**config.mk**
```make
export PLATFORM = sky130hd
export DESIGN_NAME = integer_to_ascii_any_base
export DESIGN_NICKNAME = d
export VERILOG_FILES = /design/src/rtl/itoa_pkg.sv /design/src/rtl/itoa_divider.sv /design/src/rtl/integer_to_ascii_any_base.sv
export SDC_FILE = /design/constraint.sdc
export NUM_CORES = 1
export LEC_CHECK = 0
export BUFFER_PORTS_ARGS = -buffer_cell sky130_fd_sc_hd__buf_4
export CAP_MARGIN = 5
export CORE_UTILIZATION = 45
export DETAILED_ROUTE_END_ITERATION = 8
export GPL_ROUTABILITY_DRIVEN = 0
export GPL_TIMING_DRIVEN = 0
export SLEW_MARGIN = 5
export SYNTH_ARGS = -nofsm -noshare
export SYNTH_HDL_FRONTEND = slang
export SYNTH_SLANG_ARGS = --single-unit
```
**constraint.sdc**
```tcl
create_clock -name clk -period 3.9 [get_ports clk]
set_clock_uncertainty 0.2 [all_clocks]
set_input_delay 0.195 -clock clk [delete_from_list [all_inputs] [get_ports clk]]
set_output_delay 0.195 -clock clk [all_outputs]
set_load 0.005 [all_outputs]
```
**src/rtl/itoa_pkg.sv**
```systemverilog
package itoa_pkg;

    localparam int VALUE_BITS = 32;
    localparam int DIGIT_DEPTH = VALUE_BITS;
    localparam int ADDR_BITS = $clog2(DIGIT_DEPTH);
    localparam int COUNT_BITS = $clog2(DIGIT_DEPTH + 1);
    localparam int BIT_CNT_BITS = $clog2(VALUE_BITS);

    localparam logic [5:0] RADIX_MIN = 6'd2;
    localparam logic [5:0] RADIX_MAX = 6'd36;
    localparam logic [5:0] RADIX_RESET = 6'd10;
    localparam logic [5:0] RADIX_DECIMAL = 6'd10;

    localparam logic [7:0] ASCII_ZERO = 8'h30;
    localparam logic [7:0] ASCII_LOWER_A = 8'h61;
    localparam logic [7:0] ASCII_MINUS = 8'h2d;
    localparam logic [5:0] MAX_DECIMAL_DIGIT = 6'd9;

    typedef enum logic [2:0] {
        S_IDLE,
        S_DIV,
        S_SIGN,
        S_READ,
        S_LOAD,
        S_EMIT
    } state_t;

    typedef struct packed {
        logic                  start;
        logic [VALUE_BITS-1:0] dividend;
        logic [5:0]            divisor;
    } div_ctrl_t;

    typedef struct packed {
        logic                  busy;
        logic                  done;
        logic [VALUE_BITS-1:0] quotient;
        logic [5:0]            remainder;
    } div_stat_t;

    function automatic logic [7:0] ascii_of_digit(input logic [5:0] d);
        logic [7:0] code;
        if (d > MAX_DECIMAL_DIGIT) begin
            code = ASCII_LOWER_A + {2'b00, d} - 8'd10;
        end else begin
            code = ASCII_ZERO + {2'b00, d};
        end
        return code;
    endfunction

endpackage

```
**src/rtl/itoa_divider.sv**
```systemverilog
module itoa_divider (
    input  logic                clk,
    input  logic                rst_n,
    input  itoa_pkg::div_ctrl_t ctrl,
    output itoa_pkg::div_stat_t stat
);
    import itoa_pkg::*;

    logic                    busy_reg, busy_next;
    logic                    done_reg, done_next;
    logic [BIT_CNT_BITS-1:0] bit_cnt_reg, bit_cnt_next;
    logic [VALUE_BITS-1:0]   quo_reg, quo_next;
    logic [5:0]              rem_reg, rem_next;
    logic [5:0]              divisor_reg, divisor_next;
    logic [6:0]              trial;
    logic                    fits;

    assign trial = {rem_reg, quo_reg[VALUE_BITS-1]};
    assign fits = trial >= {1'b0, divisor_reg};

    always_comb
    begin
        busy_next = busy_reg;
        done_next = 1'b0;
        bit_cnt_next = bit_cnt_reg;
        quo_next = quo_reg;
        rem_next = rem_reg;
        divisor_next = divisor_reg;
        if (ctrl.start && !busy_reg) begin
            busy_next = 1'b1;
            bit_cnt_next = '0;
            quo_next = ctrl.dividend;
            rem_next = '0;
            divisor_next = ctrl.divisor;
        end else if (busy_reg) begin
            quo_next = {quo_reg[VALUE_BITS-2:0], fits};
            rem_next = fits ? 6'(trial - {1'b0, divisor_reg}) : trial[5:0];
            bit_cnt_next = bit_cnt_reg + 1'b1;
            if (bit_cnt_reg == BIT_CNT_BITS'(VALUE_BITS - 1)) begin
                busy_next = 1'b0;
                done_next = 1'b1;
            end
        end
    end

    always_ff @(posedge clk or negedge rst_n)
    begin
        if (!rst_n) begin
            busy_reg <= 1'b0;
            done_reg <= 1'b0;
            bit_cnt_reg <= '0;
        end else begin
            busy_reg <= busy_next;
            done_reg <= done_next;
            bit_cnt_reg <= bit_cnt_next;
        end
    end

    always_ff @(posedge clk)
    begin
        quo_reg <= quo_next;
        rem_reg <= rem_next;
        divisor_reg <= divisor_next;
    end

    assign stat.busy = busy_reg;
    assign stat.done = done_reg;
    assign stat.quotient = quo_reg;
    assign stat.remainder = rem_reg;

    a_done_after_busy: assert property (@(posedge clk) disable iff (!rst_n)
        done_reg |-> $past(busy_reg))
        else $error("Divider done without a preceding busy cycle.");

    a_rem_below_divisor: assert property (@(posedge clk) disable iff (!rst_n)
        done_reg |-> rem_reg < divisor_reg)
        else $error("Divider remainder not below the divisor.");

    a_no_start_busy: assert property (@(posedge clk) disable iff (!rst_n)
        busy_reg |=> busy_reg || done_reg)
        else $error("Divider left busy without signaling done.");

endmodule

```
**src/rtl/integer_to_ascii_any_base.sv**
```systemverilog
// Integer to ASCII converter in a configurable base from 2 to 36.
// The input channel (in_valid, in_ready, value) takes one 32-bit signed item.
// The output channel (out_valid, out_ready, character, last) gives its text,
// one ASCII character per item, most significant first, with last set on the
// final character. In base ten a negative value is led by a '-' character;
// other bases print the value as unsigned.
// The radix register is written through cfg_we and cfg_data; write it only while
// idle, the block itself does not enforce this; codes 0 and 1 act as 2 and codes above 36 act as 36.
// Each digit is one pass of the shared one-bit-per-cycle divider over all
// 32 dividend bits; after the last digit the text is sent, a sign first if
// any, and then each digit through the read, load and emit steps. The worst
// case is base two with 32 digits.
// in_ready is high only while no conversion is in progress.
// When the receiver stalls, the current character is held in the output
// register until it is taken.
// Reset clears the sequencer and sets the radix to ten; no clearing pass
// is needed.
module integer_to_ascii_any_base (
    input  logic                            clk,
    input  logic                            rst_n,
    input  logic                            cfg_we,
    input  logic [5:0]                      cfg_data,
    input  logic                            in_valid,
    output logic                            in_ready,
    input  logic signed [itoa_pkg::VALUE_BITS-1:0] value,
    output logic                            out_valid,
    input  logic                            out_ready,
    output logic [7:0]                      character,
    output logic                            last
);
    import itoa_pkg::*;

    state_t                state_reg, state_next;
    logic [5:0]            radix_reg;
    logic [5:0]            base_reg, base_next;
    logic                  neg_reg, neg_next;
    logic [COUNT_BITS-1:0] cnt_reg, cnt_next;
    logic [COUNT_BITS-1:0] idx_reg, idx_next;
    logic [7:0]            char_reg, char_next;
    logic                  last_reg, last_next;
    logic [5:0]            eff_radix;
    logic                  value_neg;
    logic [VALUE_BITS-1:0] magnitude;
    logic                  in_accept;
    logic                  out_accept;
    logic                  wr_en;
    logic [ADDR_BITS-1:0]  wr_addr;
    logic [ADDR_BITS-1:0]  rd_addr;
    logic [5:0]            rd_data_reg;
    logic [5:0]            digit_mem [DIGIT_DEPTH];
    div_ctrl_t             div_ctrl;
    div_stat_t             div_stat;

    itoa_divider u_div (
        .clk   (clk),
        .rst_n (rst_n),
        .ctrl  (div_ctrl),
        .stat  (div_stat)
    );

    always_comb
    begin
        priority if (radix_reg < RADIX_MIN) begin
            eff_radix = RADIX_MIN;
        end else if (radix_reg > RADIX_MAX) begin
            eff_radix = RADIX_MAX;
        end else begin
            eff_radix = radix_reg;
        end
    end

    assign value_neg = (eff_radix == RADIX_DECIMAL) && value[VALUE_BITS-1];
    assign magnitude = value_neg ? VALUE_BITS'(-value) : VALUE_BITS'(value);
    assign in_ready = (state_reg == S_IDLE);
    assign in_accept = in_valid && in_ready;
    assign out_valid = (state_reg == S_SIGN) || (state_reg == S_EMIT);
    assign out_accept = out_valid && out_ready;
    assign wr_addr = cnt_reg[ADDR_BITS-1:0];
    assign rd_addr = ADDR_BITS'(idx_reg - 1'b1);

    always_comb
    begin
        state_next = state_reg;
        base_next = base_reg;
        neg_next = neg_reg;
        cnt_next = cnt_reg;
        idx_next = idx_reg;
        char_next = char_reg;
        last_next = last_reg;
        wr_en = 1'b0;
        div_ctrl.start = 1'b0;
        div_ctrl.dividend = div_stat.quotient;
        div_ctrl.divisor = base_reg;
        unique case (state_reg)
            S_IDLE:
            begin
                if (in_accept) begin
                    base_next = eff_radix;
                    neg_next = value_neg;
                    cnt_next = '0;
                    div_ctrl.start = 1'b1;
                    div_ctrl.dividend = magnitude;
                    div_ctrl.divisor = eff_radix;
                    state_next = S_DIV;
                end
            end
            S_DIV:
            begin
                if (div_stat.done) begin
                    wr_en = 1'b1;
                    if (div_stat.quotient == '0
                        || cnt_reg == COUNT_BITS'(DIGIT_DEPTH - 1)) begin
                        idx_next = cnt_reg + 1'b1;
                        char_next = ASCII_MINUS;
                        last_next = 1'b0;
                        state_next = neg_reg ? S_SIGN : S_READ;
                    end else begin
                        cnt_next = cnt_reg + 1'b1;
                        div_ctrl.start = 1'b1;
                    end
                end
            end
            S_SIGN:
            begin
                if (out_accept) begin
                    state_next = S_READ;
                end
            end
            S_READ:
            begin
                state_next = S_LOAD;
            end
            S_LOAD:
            begin
                char_next = ascii_of_digit(rd_data_reg);
                last_next = (idx_reg == COUNT_BITS'(1));
                state_next = S_EMIT;
            end
            S_EMIT:
            begin
                if (out_accept) begin
                    idx_next = idx_reg - 1'b1;
                    state_next = last_reg ? S_IDLE : S_READ;
                end
            end
            default:
            begin
                state_next = S_IDLE;
            end
        endcase
    end

    always_ff @(posedge clk or negedge rst_n)
    begin
        if (!rst_n) begin
            state_reg <= S_IDLE;
            radix_reg <= RADIX_RESET;
            cnt_reg <= '0;
            idx_reg <= '0;
            neg_reg <= 1'b0;
        end else begin
            state_reg <= state_next;
            cnt_reg <= cnt_next;
            idx_reg <= idx_next;
            neg_reg <= neg_next;
            if (cfg_we) begin
                radix_reg <= cfg_data;
            end
        end
    end

    always_ff @(posedge clk)
    begin
        base_reg <= base_next;
        char_reg <= char_next;
        last_reg <= last_next;
    end

    always_ff @(posedge clk)
    begin
        if (wr_en) begin
            digit_mem[wr_addr] <= div_stat.remainder;
        end
        rd_data_reg <= digit_mem[rd_addr];
    end

    assign character = char_reg;
    assign last = last_reg;

    a_done_only_dividing: assert property (@(posedge clk) disable iff (!rst_n)
        div_stat.done |-> state_reg == S_DIV)
        else $error("Divider finished outside the division phase.");

    a_busy_after_accept: assert property (@(posedge clk) disable iff (!rst_n)
        in_accept |=> !in_ready && div_stat.busy)
        else $error("Conversion did not start after an accepted item.");

    a_idle_after_last: assert property (@(posedge clk) disable iff (!rst_n)
        out_accept && last |=> !out_valid && in_ready)
        else $error("Block not idle after the final character.");

    a_emit_index_valid: assert property (@(posedge clk) disable iff (!rst_n)
        state_reg == S_EMIT |-> idx_reg != '0 && last == (idx_reg == COUNT_BITS'(1)))
        else $error("Character index out of step with the last mark.");

endmodule

```
### After elaboration in Yosys (flattened, before gate mapping)

Memory sizes are Yosys's and may differ from the RTL's. A register that Yosys moved wholly into a read port is not among the register bits.
Index checks and enable logic that the tools add are counted.

| storage, ports and cells | value |
|---|---|
| output and inout bits | 11 |
| RAM bits | 192 |
| logic and storage cells | 109 |
| memories kept | 1 |
| input bits | 43 |
| bits in registers | 88 |

Memories:

| memory | depth | bits a word | read ports | clocked after memory_dff | wr ports | line | source |
|---|---|---|---|---|---|---|---|
| digit_mem | 32 | 6 | 1 | 1 | 1 | integer_to_ascii_any_base.sv:50 | `logic [5:0] digit_mem [DIGIT_DEPTH];` |

| operators by class | value |
|---|---|
| add/sub/neg operators | 8 |
| equality and inequality tests | 17 |
| reduce and logical (&&, ||, !) cells | 19 |
| multiplexer cells | 46 |
| $lt $le $gt $ge | 4 |

Operator list:

| operator | number |
|---|---|
| 32-bit 2-to-1 mux | 3 |
| 6-bit 2-to-1 mux | 9 |
| 39-bit 2-to-1 mux | 1 |
| 38-bit 2-to-1 mux | 1 |
| 32-bit zero test | 1 |
| 32-bit negator | 1 |
| 8-bit 2-to-1 mux | 3 |
| 6-bit case mux with 2 select lines | 2 |
| 3-bit case mux with 6 select lines | 1 |
| 8-bit case mux with 2 select lines | 1 |
| 1-bit 2-to-1 mux | 15 |
| 3-bit 2-to-1 mux | 5 |
| 2-bit != test, second input constant | 6 |
| 5-bit 2-to-1 mux | 2 |
| 7-bit by 6-bit adder with 8-bit output, first input constant | 1 |
| 4-bit AND reduction | 2 |
| 2-bit nonzero test | 4 |
| 8-bit by 4-bit subtractor with 8-bit output, second input constant | 1 |
| 6-bit by 6-bit adder with 7-bit output, first input constant | 1 |
| 7-bit by 6-bit greater-or-equal comparator with 1-bit output | 1 |
| 6-bit by 1-bit adder with 6-bit output, second input constant | 1 |
| 3-bit by 2-bit == test with 1-bit output, second input constant | 2 |
| 3-bit == test, second input constant | 2 |
| 6-bit by 1-bit == test with 1-bit output, second input constant | 1 |
| 20 further kinds | 27 |

### Logic depth before layout (Yosys ltp)

Gate-level depths: netlist (run 1).

| depth | value |
|---|---|
| word-level depth | 11 |
| depth in mapped cells | 11 |
| gate-level depth less buffers | 8 |

### By module

A second synthesis (run 1) with hierarchy kept.

| second synthesis, totals | value |
|---|---|
| cell total of the unflattened synthesis | 920 |
| area total of the unflattened synthesis | 13296.5 µm² |

Modules (own cells, without submodules):

| module | instances | cells an instance | area an instance (µm²) |
|---|---|---|---|
| integer_to_ascii_any_base | 1 | 745 | 10879.2 |
| itoa_divider | 1 | 175 | 2417.3 |

### Least setup slack after synthesis (run 1)

OpenSTA, ideal clock, no wires.

| timing | value |
|---|---|
| kind | flip-flop to flip-flop |
| from | register idx_reg[0] |
| to | register rd_data_reg[1], read port of digit_mem |
| slack | 726 ps |
| arrival time | 2859 ps |
| stages on the path, launching flop included | 10 |
| data required time | 3585 ps |
| path buffers | 4 |
| cells stage by stage | dfrtp_1 > buf_2 > buf_2 > buf_2 > inv_1 > ha_1 > xnor2_1 > clkbuf_1 > mux4_2 > o21a_1 |

| on the way | value |
|---|---|
| cells in the longest elaborated chain, start to end | 1 |

RTL lines:

| element | line | source |
|---|---|---|
| start: declaration | integer_to_ascii_any_base.sv:38 | `logic [COUNT_BITS-1:0] idx_reg, idx_next;` |
| start signal: assignment | integer_to_ascii_any_base.sv:164 | `idx_reg <= idx_next;` |
| 6-bit by 1-bit subtractor with 6-bit output | -- |  |
| end: declaration | integer_to_ascii_any_base.sv:49 | `logic [5:0] rd_data_reg;` |

Every way passes these cells.
A chain may end at the register's enable or synchronous reset.

### Final worst setup path (run 1)

| timing | value |
|---|---|
| from | register idx_reg[0] |
| to | register rd_data_reg[4], read port of digit_mem |

The elaborated chain is that of the path after synthesis.

==> results of run 1 <==
==> synth_stat cells, drive strengths merged (5+ instances only) <==
cell type,count
and2,6
xnor2,33
nand3b,5
o31ai,10
a31oi,5
buf,16
nor4,12
nor2b,5
nand3,19
nor2,63
clkbuf,25
o41ai,5
o211ai,6
mux4,54
nand2b,11
a21oi,11
dfxtp,12
nand4,7
o21a,8
or3,6
dfrtp,27
a22o,35
mux2i,10
and3,5
a32oi,6
edfxtp,245
nor3,14
o21ai,24
mux2,14
ha,21
xor2,11
inv,25
nand2,52
==> cell usage in the layout, fill, tap and decap left out, types with 6 or more instances in the layout <==
cell,count
nand2b_1,11
nand2_1,52
buf_2,12
nor4_1,9
dfxtp_1,7
nor3_1,14
a22o_1,35
buf_4,55
clkbuf_16,30
o21a_1,8
edfxtp_1,245
and2_1,6
xor2_1,11
inv_1,24
ha_1,21
mux2_2,14
nand4_1,6
nand3_1,19
clkbuf_1,28
mux4_2,54
nor2_1,63
mux2i_1,10
o31ai_1,10
o21ai_0,21
xnor2_1,33
clkinv_2,7
a32oi_1,6
a21oi_1,11
dfrtp_1,27
dlygate4sd3_1,53
==> what timing repair did <==
| action | CTS | global route |
|---|---|---|
| buffers inserted | 0 | 0 |
| hold endpoints to repair | 75 | 0 |
| hold buffers | 54 | 0 |
| resized for setup | 4 | 9 |
| endpoints found under the setup margin | 6 | 5 |
==> tightest hold or removal path, delay by kind of cell <==
kind	cells	cell delay, ps
AOI/OAI and AO/OA	2	340
buffers and inverters	2	150
==> area by class of cell <==
type,instances,area [µm²],area share [%]
Sequential cell,286,8330,54.6
Multi-Input combinational cell,492,4220,27.7
Timing Repair Buffer,106,941,6.17
Clock buffer,38,791,5.18
Tap cell,378,473,3.10
Clock inverter,18,215,1.41
Buffer,41,191,1.25
Inverter,25,93.8,0.615
==> where the power goes <==
part / internal [µW] / leakage, µW / switching (µW) / total, µW
clock network: 1700 / 0.000487 / 1170 / 2870
registers: 3940 / 0.00273 / 476 / 4420
logic: 471 / 0.00213 / 475 / 946
total: 6120 / 0.00536 / 2120 / 8240
==> per-stage QoR <==
step           area (µm²)  worst slack, ps  instances
2_1_floorplan       12800              726        844
3_3_place_gp        13700             -458       1274
3_5_place_dp        13700             -457       1274
4_1_cts             15200             74.4       1384
5_1_grt             15300             5.21       1384
6_report            15300              186       1384
==> worst min-delay path by stage <==
stage | from | end | slack [ps] | depth (start not counted)
2_1_floorplan | rst_n | cnt_reg[0]$_DFFE_PN0P_ | -300 | 0
3_3_place_gp | rst_n | state_reg[2]$_DFFE_PN0P_ | -40 | 1
3_5_place_dp | rst_n | state_reg[2]$_DFFE_PN0P_ | -40 | 1
4_1_cts | value[1] | u_div.quo_reg[1]$_DFFE_PP_ | 10 | 4
5_1_grt | value[1] | u_div.quo_reg[1]$_DFFE_PP_ | 50 | 4
6_report | value[1] | u_div.quo_reg[1]$_DFFE_PP_ | 40 | 4
==> cell families after synthesis <==
family	after synthesis	synth area share, %
simple gates	218	8.67
xor+xnor	44	3.01
mux	78	11.5
compound gates	130	7.56
buf+inv	66	2.10
fa+ha+maj	22	2.21
flops	286	65.0
==> routing by layer <==
layer	vias up	part of all wire [%]	GRT usage (%)
met1	3862	44	26.6
li1	3588	-	-
met5	-	0	0
met2	146	50	33.1
met3	50	3.1	2.43
met4	0	2.9	5.91
==> results.yml, run 1 <==
synth:
  syn_area_um2: 12800
  yosysSeqAreaShare_pct: 65.0
  yosys.cell_types.count: 67
  synthTopCellsByArea: "edfxtp_1 57%, mux4_2 9.5%, dfrtp_1 5.3%"
  synthDominantCellAreaShare_pct: 57.4
  yosys.area.top_type: "edfxtp_1"
  synth_area_per_cell_um2: 15.2
  synthArstFlopShare_pct: 10.1
  syn_nets: 909
  netlist_instances: 844
  synth_edf_count: 245
  ys_ff_latch: 286
  yosys_warnings: 0
  synth_ff_type: "edfxtp_1"
worst_setup_path:
  r2r-end: "rd_data_reg[4]$_DFF_P_"
  end_kind: "flip-flop"
  r2r_cells: 9
  cp.depth: 9
  crit_slowest_cell: "clkbuf_1"
  worstPathMaxFanout: 10
  crit_end: "rd_data_reg[4]$_DFF_P_"
  critPathRequiredTime_ps: 4150
  cp_top_family: "buffers and inverters"
  path_cells: "buf_2 > buf_4 > buf_4 > inv_1 > ha_1 > clkbuf_1 > mux4_2 > mux4_2 > o21a_1"
  crit_start: "idx_reg[0]$_DFFE_PN0P_"
  r2r-start: "idx_reg[0]$_DFFE_PN0P_"
  reg2reg_slack_ps: 190
  arrival_ps: 3970
  crit_type: "reg2reg"
  slowest_delay_ps: 510
  crit_buf_inv: 5
  worstSetupStartpointType: "flip-flop"
floorplanning:
  rows: 61
  design.die.area_um2: 29200
  die_w_um: 171
  coreArea_um2: 27900
  ios: 54
  die_h_um: 171
  start_util_pct: 45.9
clocking:
  clockBufferDepth: 3
  clkSinkCount: 286
  clockRootBuffer: "clkbuf_16"
  cts_buffers: 30
  clk_latency_ps: 580
  cts.htree.levels: 1
  cts_tree: "built"
  clk_pin_slew_ps: 60
place:
  port_buffers: 52
  hpwl_mm: 18.0
sta:
  finalSetupTns_ps: 0
  worst_pin_slew_ps: 1220
  clock.fmax_mhz: 269
  slew_headroom_pct: 18.6
  hold_viol: 0
  setup_violations: 0
  finalCritPeriodShare_pct: 95.2
  fin_crit_ps: 3710
  rsz0062_at_grt: "no"
  whs_ps: 38.4
  maxSlewViolCount: 0
grt:
  antenna_found_initial: 0
  grt_pass1_wl_mm: 43.2
  grt_max_degree: 37
  grt_pass1_vias: 7727
  track_usage_pct: 19.6
  grt_overflow: 0
hold_path:
  hold_path.class: "in2reg"
power:
  total_power_uw: 8240
  cellLeakagePower_uw: 0.00536
  ir_worst_vdd_mv: 0.366
  power.density_nw_per_um2: 540
finish:
  fillCellCount: 2325
  largest_reg_flops: 192
  drive_gt1_share_pct: 20.9
  final_util_pct: 54.6
  antenna_cells: 0
  nets: 1047
  area_growth_pct: 19.1
drt:
  drc: 0
  first_pass_iters: 4
  vias: 7646
  vias_per_cell: 5.52
  dr.first_iter.drc_count: 440
  wl_per_cell_um: 19.7
  drtAntennaViolNets: 0
  drt_wl_total_mm: 27.2
job:
  cap_violations: 0
status:
  status: "completed"
Power figures use the tool's default switching activity.
==> inputs of run 2 (changes only) <==
- SETUP_SLACK_MARGIN: default -> 0.3
- SYNTH_HIERARCHICAL: default -> 1
==> run 2 against run 1 <==
Compared with the run above:
- sequential power grew 3%
- clock power barely moved
- register-to-register slack improved by 270 ps
- wire length grew 6.2%
- hold slack worse by 9.8 ps
- largest cell class unchanged
- largest power group unchanged
- highest routed layer unchanged
==> results.yml, run 2 <==
grt:
  grt_pass1_vias: 8185
  antenna_found_initial: 0
  track_usage_pct: 19.6
  grt_max_degree: 36
  grt_pass1_wl_mm: 45.8
  grt_overflow: 0
finish:
  final_common_cell: "edfxtp_1"
  largest_reg_flops: 192
  layout_common_cells: "245 x edfxtp_1, 75 x nand2_1, 59 x buf_4"
  drive_gt1_share_pct: 22.6
  area_growth_pct: 18.6
  final_cell_area_um2: 15800
  nets: 1121
  antenna_cells: 0
sta:
  hold_viol: 0
  worst_pin_slew_ps: 1280
  maxSlewViolCount: 0
  slew_headroom_pct: 14.4
  clock.fmax_mhz: 290
  finalSetupTns_ps: 0
  fin_ws_ps: 452
  setup_violations: 0
  rsz0062_at_grt: "no"
  finalCritPeriodShare_pct: 88.4
  fin_crit_ps: 3450
floorplanning:
  coreArea_um2: 28900
  design.die.area_um2: 30200
  die_h_um: 174
  die_w_um: 174
  start_util_pct: 46.1
  rows: 62
  ios: 54
synth:
  synth_area_per_cell_um2: 14.5
  syn_area_um2: 13300
  netlist_instances: 919
  yosys_warnings: 6
  syn_nets: 985
job:
  cap_violations: 0
hold_path:
  min_from: "value[2]"
  holdPathStages: 4
  holdPathEnd: "u_div/quo_reg[2]$_DFFE_PP_"
  hold_path.class: "in2reg"
worst_setup_path:
  arrival_ps: 3650
  r2r-end: "rd_data_reg[2]$_DFF_P_"
  worstPathMaxFanout: 10
  r2r-start: "idx_reg[0]$_DFFE_PN0P_"
  r2r_cells: 11
  end_kind: "flip-flop"
  reg2reg_slack_ps: 450
  worstSetupStartpointType: "flip-flop"
  crit_type: "reg2reg"
  critPathRequiredTime_ps: 4100
drt:
  vias: 8051
  first_pass_iters: 5
  dr.first_iter.drc_count: 573
  drt_wl_total_mm: 28.9
  wl_per_cell_um: 19.8
  vias_per_cell: 5.50
  drc: 0
  drtAntennaViolNets: 0
clocking:
  cts.htree.levels: 1
  cts_tree: "built"
  cts_buffers: 30
  clockRootBuffer: "clkbuf_16"
  clk_pin_slew_ps: 60
  clkSinkCount: 286
  clk_latency_ps: 570
  clockBufferDepth: 3
place:
  hpwl_mm: 19.2
  pre_cts_ws_ps: -916
  dpl_cell_area_um2: 14200
  port_buffers: 52
status:
  status: "completed"
power:
  power.density_nw_per_um2: 542
  cellLeakagePower_uw: 0.00552
  ir_worst_vdd_mv: 0.413
run 2: per-layer routing:
layer	up-vias	wire length, µm	global-route usage (%)
met5	-	0	0
met4	0	711	5.45
met3	51	1120	2.57
met2	170	14000	32.1
met1	4009	13200	27.4
li1	3821	-	-
run 2: power breakdown:
part	switching, µW	internal (µW)	leakage [µW]	total [µW]
Clock	1160	1690	0.000469	2850
Combinational	564	595	0.00234	1160
Sequential	536	4000	0.00271	4540
run 2: worst max-delay path by stage:
stage	start	end	slack, ps	cells past startpoint
2_1_floorplan	state_reg[2]$_DFFE_PN0P_	u_div/quo_reg[0]$_DFFE_PP_	650	9
3_3_place_gp	idx_reg[0]$_DFFE_PN0P_	rd_data_reg[2]$_DFF_P_	-870	11
3_5_place_dp	idx_reg[0]$_DFFE_PN0P_	rd_data_reg[2]$_DFF_P_	-920	11
4_1_cts	idx_reg[0]$_DFFE_PN0P_	rd_data_reg[2]$_DFF_P_	290	11
5_1_grt	idx_reg[0]$_DFFE_PN0P_	rd_data_reg[1]$_DFF_P_	320	11
6_report	idx_reg[0]$_DFFE_PN0P_	rd_data_reg[2]$_DFF_P_	450	11
run 2: critical path, cell delays in order (launching register included):
cell,delay (ps)
dfrtp_1,360
buf_4,220
buf_6,230
buf_6,210
inv_1,80
ha_2,440
buf_4,230
buf_4,230
mux4_2,330
mux2i_1,250
o22a_1,260
o221ai_1,210
run 2: through the flow:
| stage | power (µW) | hold WS [ps] | util [%] | cells |
|---|---|---|---|---|
| floorplan | 5200 | -301 | - | 919 |
| global placement | 5660 | -40.1 | 49.1 | 1355 |
| detailed placement | 5690 | -35.8 | 49.1 | 1355 |
| CTS | 8610 | 6.66 | 54.5 | 1463 |
| global route | 8940 | 27.3 | 54.6 | 1463 |
| finish | 8540 | 28.6 | 54.6 | 1463 |
run 2: timing repair:
action                                  4_1_cts  5_1_grt
resized for setup                            19       10
buffers inserted                              3        0
gates cloned                                  1        0
hold endpoints to repair                     69        0
hold buffers                                 48        0
endpoints found under the setup margin       75       50
run 2: layout make-up:
| class | count | area (µm²) |
|---|---|---|
| sequential | 286 | 8330 |
| clock inverter | 16 | 201 |
| buffer | 44 | 226 |
| inverter | 29 | 113 |
| timing repair buffer | 103 | 903 |
| multi-input combinational | 560 | 4710 |
| clock buffer | 40 | 788 |
| fill | 2364 | 13100 |
| tap | 384 | 480 |
| timing repair inverter | 1 | 7.51 |
==> inputs of run 3 (changes only) <==
- CAP_MARGIN: 5 -> default
- CORE_MARGIN: default -> 2
==> run 3 against run 2 <==
Compared with the run above:
- non-clock buffer count down 1
- highest routed layer unchanged
- flip-flop and latch count unchanged
- utilization about the same
- critical path type unchanged
- critical endpoint is now rd_data_reg[1]$_DFF_P_
- clock-buffer cell count up 1
==> results.yml, run 3 (synthesis results as in run 2) <==
power:
  power_frac_seq_pct: 53.0
  sw_frac_of_total_pct: 26.6
  p_sw_uw: 2270
  cellLeakagePower_uw: 0.00552
  ir_worst_vdd_mv: 0.482
  p_int_uw: 6280
  pwr-share-clk_pct: 33.5
  power.density_nw_per_um2: 543
  p_comb_share_pct: 13.5
grt:
  track_usage_pct: 19.0
  grt_pass1_vias: 8049
  grt_overflow: 0
  antenna_found_initial: 0
  grt_pass1_wl_mm: 45.3
  grt_max_degree: 36
worst_setup_path:
  slowest_delay_ps: 430
  worstPathMaxFanout: 10
  crit_slowest_cell: "ha_2"
  arrival_ps: 3670
  end_kind: "flip-flop"
  critPathRequiredTime_ps: 4110
  worstSetupStartpointType: "flip-flop"
  crit_type: "reg2reg"
  path_cells: "buf_4 > buf_6 > buf_6 > inv_1 > ha_2 > buf_4 > clkbuf_4 > mux4_2 > mux2i_1 > o22a_1 > o221ai_1"
clocking:
  clockRootBuffer: "clkbuf_16"
  clkSinkCount: 286
  clk_latency_ps: 580
  cts.htree.levels: 1
  clk_pin_slew_ps: 60
  clockBufferDepth: 3
  cts_buffers: 30
  cts_tree: "built"
sta:
  finalCritPeriodShare_pct: 88.7
  maxSlewViolCount: 0
  fin_crit_ps: 3460
  rsz0062_at_grt: "no"
  clock.fmax_mhz: 289
  slew_headroom_pct: 14.8
  worst_pin_slew_ps: 1280
  setup_violations: 0
  hold_viol: 0
drt:
  dr.first_iter.drc_count: 586
  drtAntennaViolNets: 0
  first_pass_iters: 5
  drt_wl_total_mm: 28.4
  wl_per_cell_um: 19.4
  vias_per_cell: 5.46
  drc: 0
  vias: 7982
finish:
  largest_reg_flops: 192
  fillCellCount: 2365
  drive_gt1_share_pct: 23.1
  final_util_pct: 54.6
  nets: 1120
  final_common_cell: "edfxtp_1"
  area_growth_pct: 18.5
  multiInputGateArea_um2: 4700
  instances_no_fill: 1462
  antenna_cells: 0
  regArea_um2: 8330
  layout_common_cells: "245 x edfxtp_1, 75 x nand2_1, 59 x buf_4"
status:
  status: "completed"
floorplanning:
  start_util_pct: 46.1
  die_h_um: 176
  die_w_um: 176
  coreArea_um2: 28900
  rows: 62
  design.die.area_um2: 30900
  ios: 54
place:
  port_buffers: 52
  hpwl_mm: 19.0
  dp.cells: 1355
job:
  cap_violations: 0
hold_path:
  hold_path.class: "in2reg"
==> run 3: final cells by class <==
type	count	area share [%]
Buffer	44	1.42
Multi-Input combinational cell	560	29.9
Tap cell	384	3.05
Sequential cell	286	52.9
Timing Repair inverter	1	0.0477
Timing Repair Buffer	102	5.66
Clock inverter	15	1.14
Inverter	29	0.715
Clock buffer	41	5.23
==> run 3: final timing paths <==
path | from | endpoint | slack, ps | depth (start not counted)
hold reg to reg | u_div/bit_cnt_reg[4]$_DFFE_PN0P_ | u_div/bit_cnt_reg[4]$_DFFE_PN0P_ | 310 | 1
max in group asynchronous | rst_n | radix_reg[4]$_DFFE_PN0P_ | 2820 | 4
hold / removal | value[2] | u_div/quo_reg[2]$_DFFE_PP_ | 30 | 4
min in group asynchronous | rst_n | u_div/bit_cnt_reg[2]$_DFFE_PN0P_ | 490 | 4
setup reg to reg | idx_reg[0]$_DFFE_PN0P_ | rd_data_reg[1]$_DFF_P_ | 440 | 11
setup / recovery | idx_reg[0]$_DFFE_PN0P_ | rd_data_reg[1]$_DFF_P_ | 440 | 11
==> run 3: routing by layer <==
metal | GRT usage (%) | wire length [µm]
met3 | 2.29 | 1160
met2 | 30.9 | 13600
met1 | 26.8 | 12800
met4 | 5.99 | 857
met5 | 0 | 0
==> run 3: worst max-delay path: cells and delay by family (launching register included) <==
kind                     cells  cell delay [ps]
flip-flops                   1              360
buffers and inverters        6             1220
adder cells (fa/ha/maj)      1              430
AO/OA/AOI/OAI                2              450
multiplexers                 2              590
==> run 3: what timing repair did <==
action,4_1_cts,5_1_grt
hold buffers,46,0
gates cloned,1,0
endpoints found under the setup margin,75,66
endpoints found under the hold margin,67,0
pin swaps,0,1
setup buffers,3,1
gates resized for setup,18,10
==> run 3: power by group through the flow <==
stage | Sequential [µW] | Clock [µW] | Combinational, µW
floorplan | 4340 | 0 | 861
CTS | 4550 | 2920 | 1150
detailed placement | 4620 | 0 | 1080
global placement | 4600 | 0 | 1060
global route | 4620 | 3030 | 1320
finish | 4540 | 2860 | 1150
==> run 3: through the flow <==
stage                     hold slack [ps]  setup TNS [ps]  worst slack, ps  power, µW  cell area, µm²
after floorplan                      -301               0              649       5200           13300
after global placement              -41.3          -17870             -856       5660           14200
after detailed placement            -38.6          -16620             -876       5700           14200
after CTS                            11.1               0              303       8630           15700
after global routing                 30.4               0              303       8970           15800
final                                33.1               0              441       8550           15800
